$ cat src/hw/rtl/ofcc_pkg.sv
// Shared types and constants for the fragment coverage check.
`timescale 1ns / 1ps

package ofcc_pkg;

  localparam int MAX_FRAGMENTS = 256;
  localparam int CNT_W = $clog2(MAX_FRAGMENTS + 1);
  localparam int RX_W = 16 + CNT_W;
  localparam int LENGTH_SLACK = 1500;
  localparam int TREE_FAN_W = 4;
  localparam int TREE_FAN = 1 << TREE_FAN_W;

  function automatic int tree_levels(int n);
    int lv;
    int span;
    lv = 1;
    span = TREE_FAN;
    while (span < n) begin
      span = span * TREE_FAN;
      lv = lv + 1;
    end
    return lv;
  endfunction

  localparam int TREE_LEVELS = tree_levels(MAX_FRAGMENTS);
  localparam int TREE_PAD = 1 << (TREE_FAN_W * TREE_LEVELS);
  localparam int PHASE_LAST = TREE_LEVELS + 2;
  localparam int PHASE_W = $clog2(PHASE_LAST + 1);

  localparam int CFG_IDX_W = 2;
  localparam logic [CFG_IDX_W-1:0] REG_OBJECT_LENGTH = 2'd0;
  localparam logic [CFG_IDX_W-1:0] REG_ADDRESSING_MODE = 2'd1;

  localparam logic MODE_OFFSET = 1'b0;
  localparam logic MODE_BLOCK = 1'b1;

  typedef struct packed {
    logic [31:0] key;
    logic [31:0] pos;
    logic [15:0] len;
  } entry_t;

  typedef struct packed {
    logic        insert;
    logic [31:0] key;
    logic [31:0] pos;
    logic [15:0] len;
  } ins_t;

endpackage

$ cat src/hw/rtl/ofcc_cell.sv
// One cell of the sorted fragment chain: holds an entry, inserts or shifts, checks its link.
`timescale 1ns / 1ps

module ofcc_cell (
  input  logic                  clk,
  input  ofcc_pkg::ins_t        ins,
  input  logic                  occ,
  input  logic                  next_occ,
  input  logic                  prev_gt,
  input  ofcc_pkg::entry_t      prev_entry,
  input  logic [32:0]           prev_tail,
  input  logic [31:0]           total_len,
  output ofcc_pkg::entry_t      entry,
  output logic                  gt,
  output logic [32:0]           tail,
  output logic                  ok
);

  logic link;
  logic fin;

  assign gt = !occ || (entry.key > ins.key);

  always_ff @(posedge clk) begin
    if (ins.insert && gt) begin
      if (prev_gt) begin
        entry <= prev_entry;
      end else begin
        entry.key <= ins.key;
        entry.pos <= ins.pos;
        entry.len <= ins.len;
      end
    end
  end

  assign tail = {1'b0, entry.pos} + 33'(entry.len);
  assign link = ({1'b0, entry.pos} == prev_tail);
  assign fin  = (tail == {1'b0, total_len});
  assign ok   = !occ || (link && (next_occ || fin));

endmodule

$ cat config.mk
export PLATFORM = sky130hd
export DESIGN_NAME = ofcc_cell
export DESIGN_NICKNAME = d
export VERILOG_FILES = /design/src/hw/rtl/ofcc_pkg.sv /design/src/hw/rtl/ofcc_cell.sv
export SDC_FILE = /design/constraint.sdc
export NUM_CORES = 1
export LEC_CHECK = 0
export BUFFER_PORTS_ARGS = -buffer_cell sky130_fd_sc_hd__buf_2
export CORE_MARGIN = 10
export CORE_UTILIZATION = 47
export DETAILED_ROUTE_END_ITERATION = 10
export PLACE_DENSITY = 0.83
export RECOVER_POWER = 50
export SYNTH_ARGS = -nofsm -noshare
export SYNTH_HDL_FRONTEND = slang
export SYNTH_SLANG_ARGS = --single-unit
$ cat constraint.sdc
create_clock -name clk -period 5.6 [get_ports clk]
set_input_delay 1.68 -clock clk [delete_from_list [all_inputs] [get_ports clk]]
set_output_delay 1.68 -clock clk [all_outputs]
set_load 0.01 [all_outputs]
==> summary.md <==
| Metric | Value |
|---|---|
| Switch share | 31.5% |
| Reg2Reg Setup Slack | 2.48 ns |
| Post-CTS Setup Repair Bufs | 0 |
| Register share of total power | 36.2% |
| Reg2reg start | entry[49] |
| Worst-path cell chain | ha_1 -> inv_1 -> fa_1 -> nand2b_1 -> a21oi_2 -> o211a_1 -> o31ai_4 -> or4_1 -> xnor3_1 -> a2111oi_0 -> o211a_1 -> a21o_1 -> buf_2 |
| Crit-path slowest cell | or4_1 |
| Worst Tran Pin Value | 3.60 ns |
| Syn Nets | 937 |
| Clock transition at path regs | 0.06 ns |
| Cells after Synth | 658 |
| Root Driver | clkbuf_16 |
| Layout area overhead | 34.0% |
| Critical path fanouts, max | 4 |
| Period utilization | 99.3% |
| Post-synth top flop | edfxtp_1 |
| Clock share of power | 31.0% |
| Share of cells above drive strength 1 | 36.0% |
| Cell depth of the worst flop-to-flop path | 12 |
| Final net count | 1,268 |
| Yosys cell types | 67 |
| H-tree depth | 3 |
| WP data required | 3.92 ns |
| TritonCTS buffer count | 9 |
| Hold EP | entry[51] |
| Vias | 6,421 |
| Hold WC Path Type | reg2reg |
| Bufs on Longest Clock Path | 2 |
| Initial Utilization | 47.6% |
| I/O pin cnt | 345 |
| Max FFs per register | 80 |
| Status | complete, but fails checks |
| Max Freq | 180 MHz |
| Row cnt | 43 |
| CTS tree | done |
| ANT nets after route | 0 |
| EDFF count, synth | 80 |
| Final Skew | 0.00704 ns |
| Sequential share of the synthesized area | 36.7% |
| Fill cell count | 1,202 |
| Synthesized area per cell | 9.95 um2 |
| First-pass GRT wire length | 37,100 um |
| Die width | 138 um |
| Max-Cap Viols | 1 |
| Hold path start | entry[54] |
| Hold Path Depth | 4 |
| Sw Pwr | 0.677 mW |
| Routed wire length per instance | 20.9 um |
| Vias/cell | 5.46 |
| Leakage power | 3.85 nW |
| Commonest non-fill, non-tap cell in the layout | buf_2 |
| Yosys warning count | 0 |
| Critical path buffers and inverters | 2 |
| DRT Wirelength | 24,500 um |
| DR pass1 iterations | 5 |
| Gpl congestion | 0.934 |
| Largest net degree at the start of global routing | 82 |
| Worst slew margin | -140% |
| Largest regs | entry (80) |
| All-layer global routing usage | 24.1% |
| Initial antenna violation count | 1 |
| GRT overflow | 0 |
| Port Buffers | 344 |
| Crit path largest cell delay | 0.48 ns |
| Final Max Tran Viols | 82 |
| Clk sinks | 80 |
| Worst VDD drop | 0.135 mV |
| WS Path Type | reg2out |
| Final HPWL DP | 20,700 um |
| Die ar. | 19,100 um2 |
| Ys async rst share | 0% |
| Cell Pwr Density | 245 nW/um2 |
| Cell count after placement | 1,158 |
| Pint | 1.47 mW |
| Violations in the final reports | capacitance limit, slew limit |
| Drc violations | 0 |
| Startpoint types | register |
| Dpl cell area | 8420 um2 |
| Crit end category | primary output |
| DRT iter0 DRCs | 535 |
| Final setup viols | 0 |
| Tot Pwr | 2.15 mW |
| Logic pwr share | 32.8% |
| FF-to-FF End | entry[14] |
| Die height | 138 um |
| Mapped cell area | 6550 um2 |
| Yosys reg bits | 80 |
| Most frequent cells in the layout | buf_2, clkbuf_1, edfxtp_1, nand2_1, xnor2_1 |
| Delay-heaviest family, CP | compound AO/OA/AOI/OAI gates |
| Non-Filler Instances | 1,175 |
| Critical Path Most Common Cell | o211a_1 |
| Critical Path AT | 3.88 ns |
| Placeable Area | 13,800 um2 |
| Final Hold Fails | 0 |
| Vias in the first global route | 6,844 |
| RSZ-0062 raised after global routing | yes |
| Final min period | 5.56 ns |
| Insertion delay to the later sink of the worst-skew pair | 0.33 ns |
| Reg with most FFs | entry |
| Design area | 8780 um2 |
## power groups by stage
stage	registers (mW)	clock network (mW)	logic [mW]
floorplan	0.787	0	0.404
global placement	0.788	0	0.687
detailed placement	0.788	0	0.697
CTS	0.777	0.678	0.702
global route	0.785	0.705	0.771
finish	0.780	0.666	0.705
## worst max path at each step
stage | from | end | cells after the start
global route | prev_tail[9] | ok | 13
finish | entry[16] | ok | 13
CTS | prev_tail[8] | ok | 14
detailed placement | prev_tail[8] | ok | 14
global placement | prev_tail[8] | ok | 14
floorplan | ins[49] | gt | 12
## logic make-up (layout without fill, tap and decap cells)
group / after synthesis / after routing / share of synthesized area, %
AND/OR/NAND/NOR: 181 / 181 / 14.0
AO/OA/AOI/OAI: 134 / 134 / 13.6
XOR/XNOR: 90 / 90 / 12.7
flip-flops: 80 / 80 / 36.7
buffers and inverters: 72 / 408 / 4.58
multiplexers: 52 / 52 / 8.96
adder cells (fa/ha/maj): 49 / 49 / 9.47
other: 0 / 1 / 0
## per-layer routing
| layer | GRT usage, % | up-vias | part of all wire (%) |
|---|---|---|---|
| li1 | - | 3060 | - |
| met1 | 27.7 | 2986 | 39 |
| met2 | 41.6 | 333 | 50 |
| met3 | 6.44 | 42 | 8.2 |
| met4 | 9.38 | 0 | 3.3 |
| met5 | 0 | - | 0 |
## cell usage after synthesis, drive strengths merged, types with 6 or more instances
master  number  area [um2]
nand4       25         156
clkbuf      10        37.5
o211ai       8        65.1
nor2b        6        37.5
xor2        22         193
inv         43         161
a21o         6        45.0
o21ai       55         283
a21oi       26         145
mux2        50         567
buf         19         101
nor2        32         125
nand2b       7        43.8
o21a         7        61.3
edfxtp      80        2400
ha          48         601
nand3       11        55.1
and2         7        43.8
and3        10        62.6
xnor2       65         569
nor4         8        56.3
nand2       60         225
## cell type report
type	instances	area, um2	share of cell area (%)
Multi-Input combinational cell	506	3950	44.9
Clock buffer	11	233	2.65
Timing Repair Buffer	349	1700	19.4
Sequential cell	80	2400	27.4
Tap cell	180	225	2.57
Inverter	43	164	1.87
Antenna cell	1	2.50	0.0285
Clock inverter	5	105	1.20
## worst reg2reg max path: cells and delay by family, from the launching register on
| kind | cells | cell delay (ns) |
|---|---|---|
| DFF | 1 | 0.44 |
| adders and majority gates | 1 | 0.27 |
| and+or+nand+nor | 2 | 0.43 |
| buffers and inverters | 1 | 0.26 |
| AOI/OAI and AO/OA | 8 | 1.44 |
## stage by stage
| step | worst slack, ns | util (%) | hold slack [ns] | TNS [ns] |
|---|---|---|---|---|
| floorplan | 0.175 | - | 1.87 | 0 |
| global placement | -0.145 | 61.1 | 1.27 | -0.237 |
| detailed placement | -0.122 | 61.1 | 1.27 | -0.238 |
| CTS | 0.00750 | 63.7 | 1.29 | 0 |
| global route | -0.111 | 63.7 | 1.41 | -0.120 |
| finish | 0.0401 | 63.7 | 1.29 | 0 |
## what timing repair did
| action | 4_1_cts | 5_1_grt |
|---|---|---|
| resized for setup | 3 | 18 |
| endpoints found under the setup margin | 2 | 2 |
| pin swaps | 7 | 4 |
| hold endpoints to repair | 0 | 0 |
| hold buffers | 0 | 0 |
Note: power is estimated with default switching activity, not from simulation.
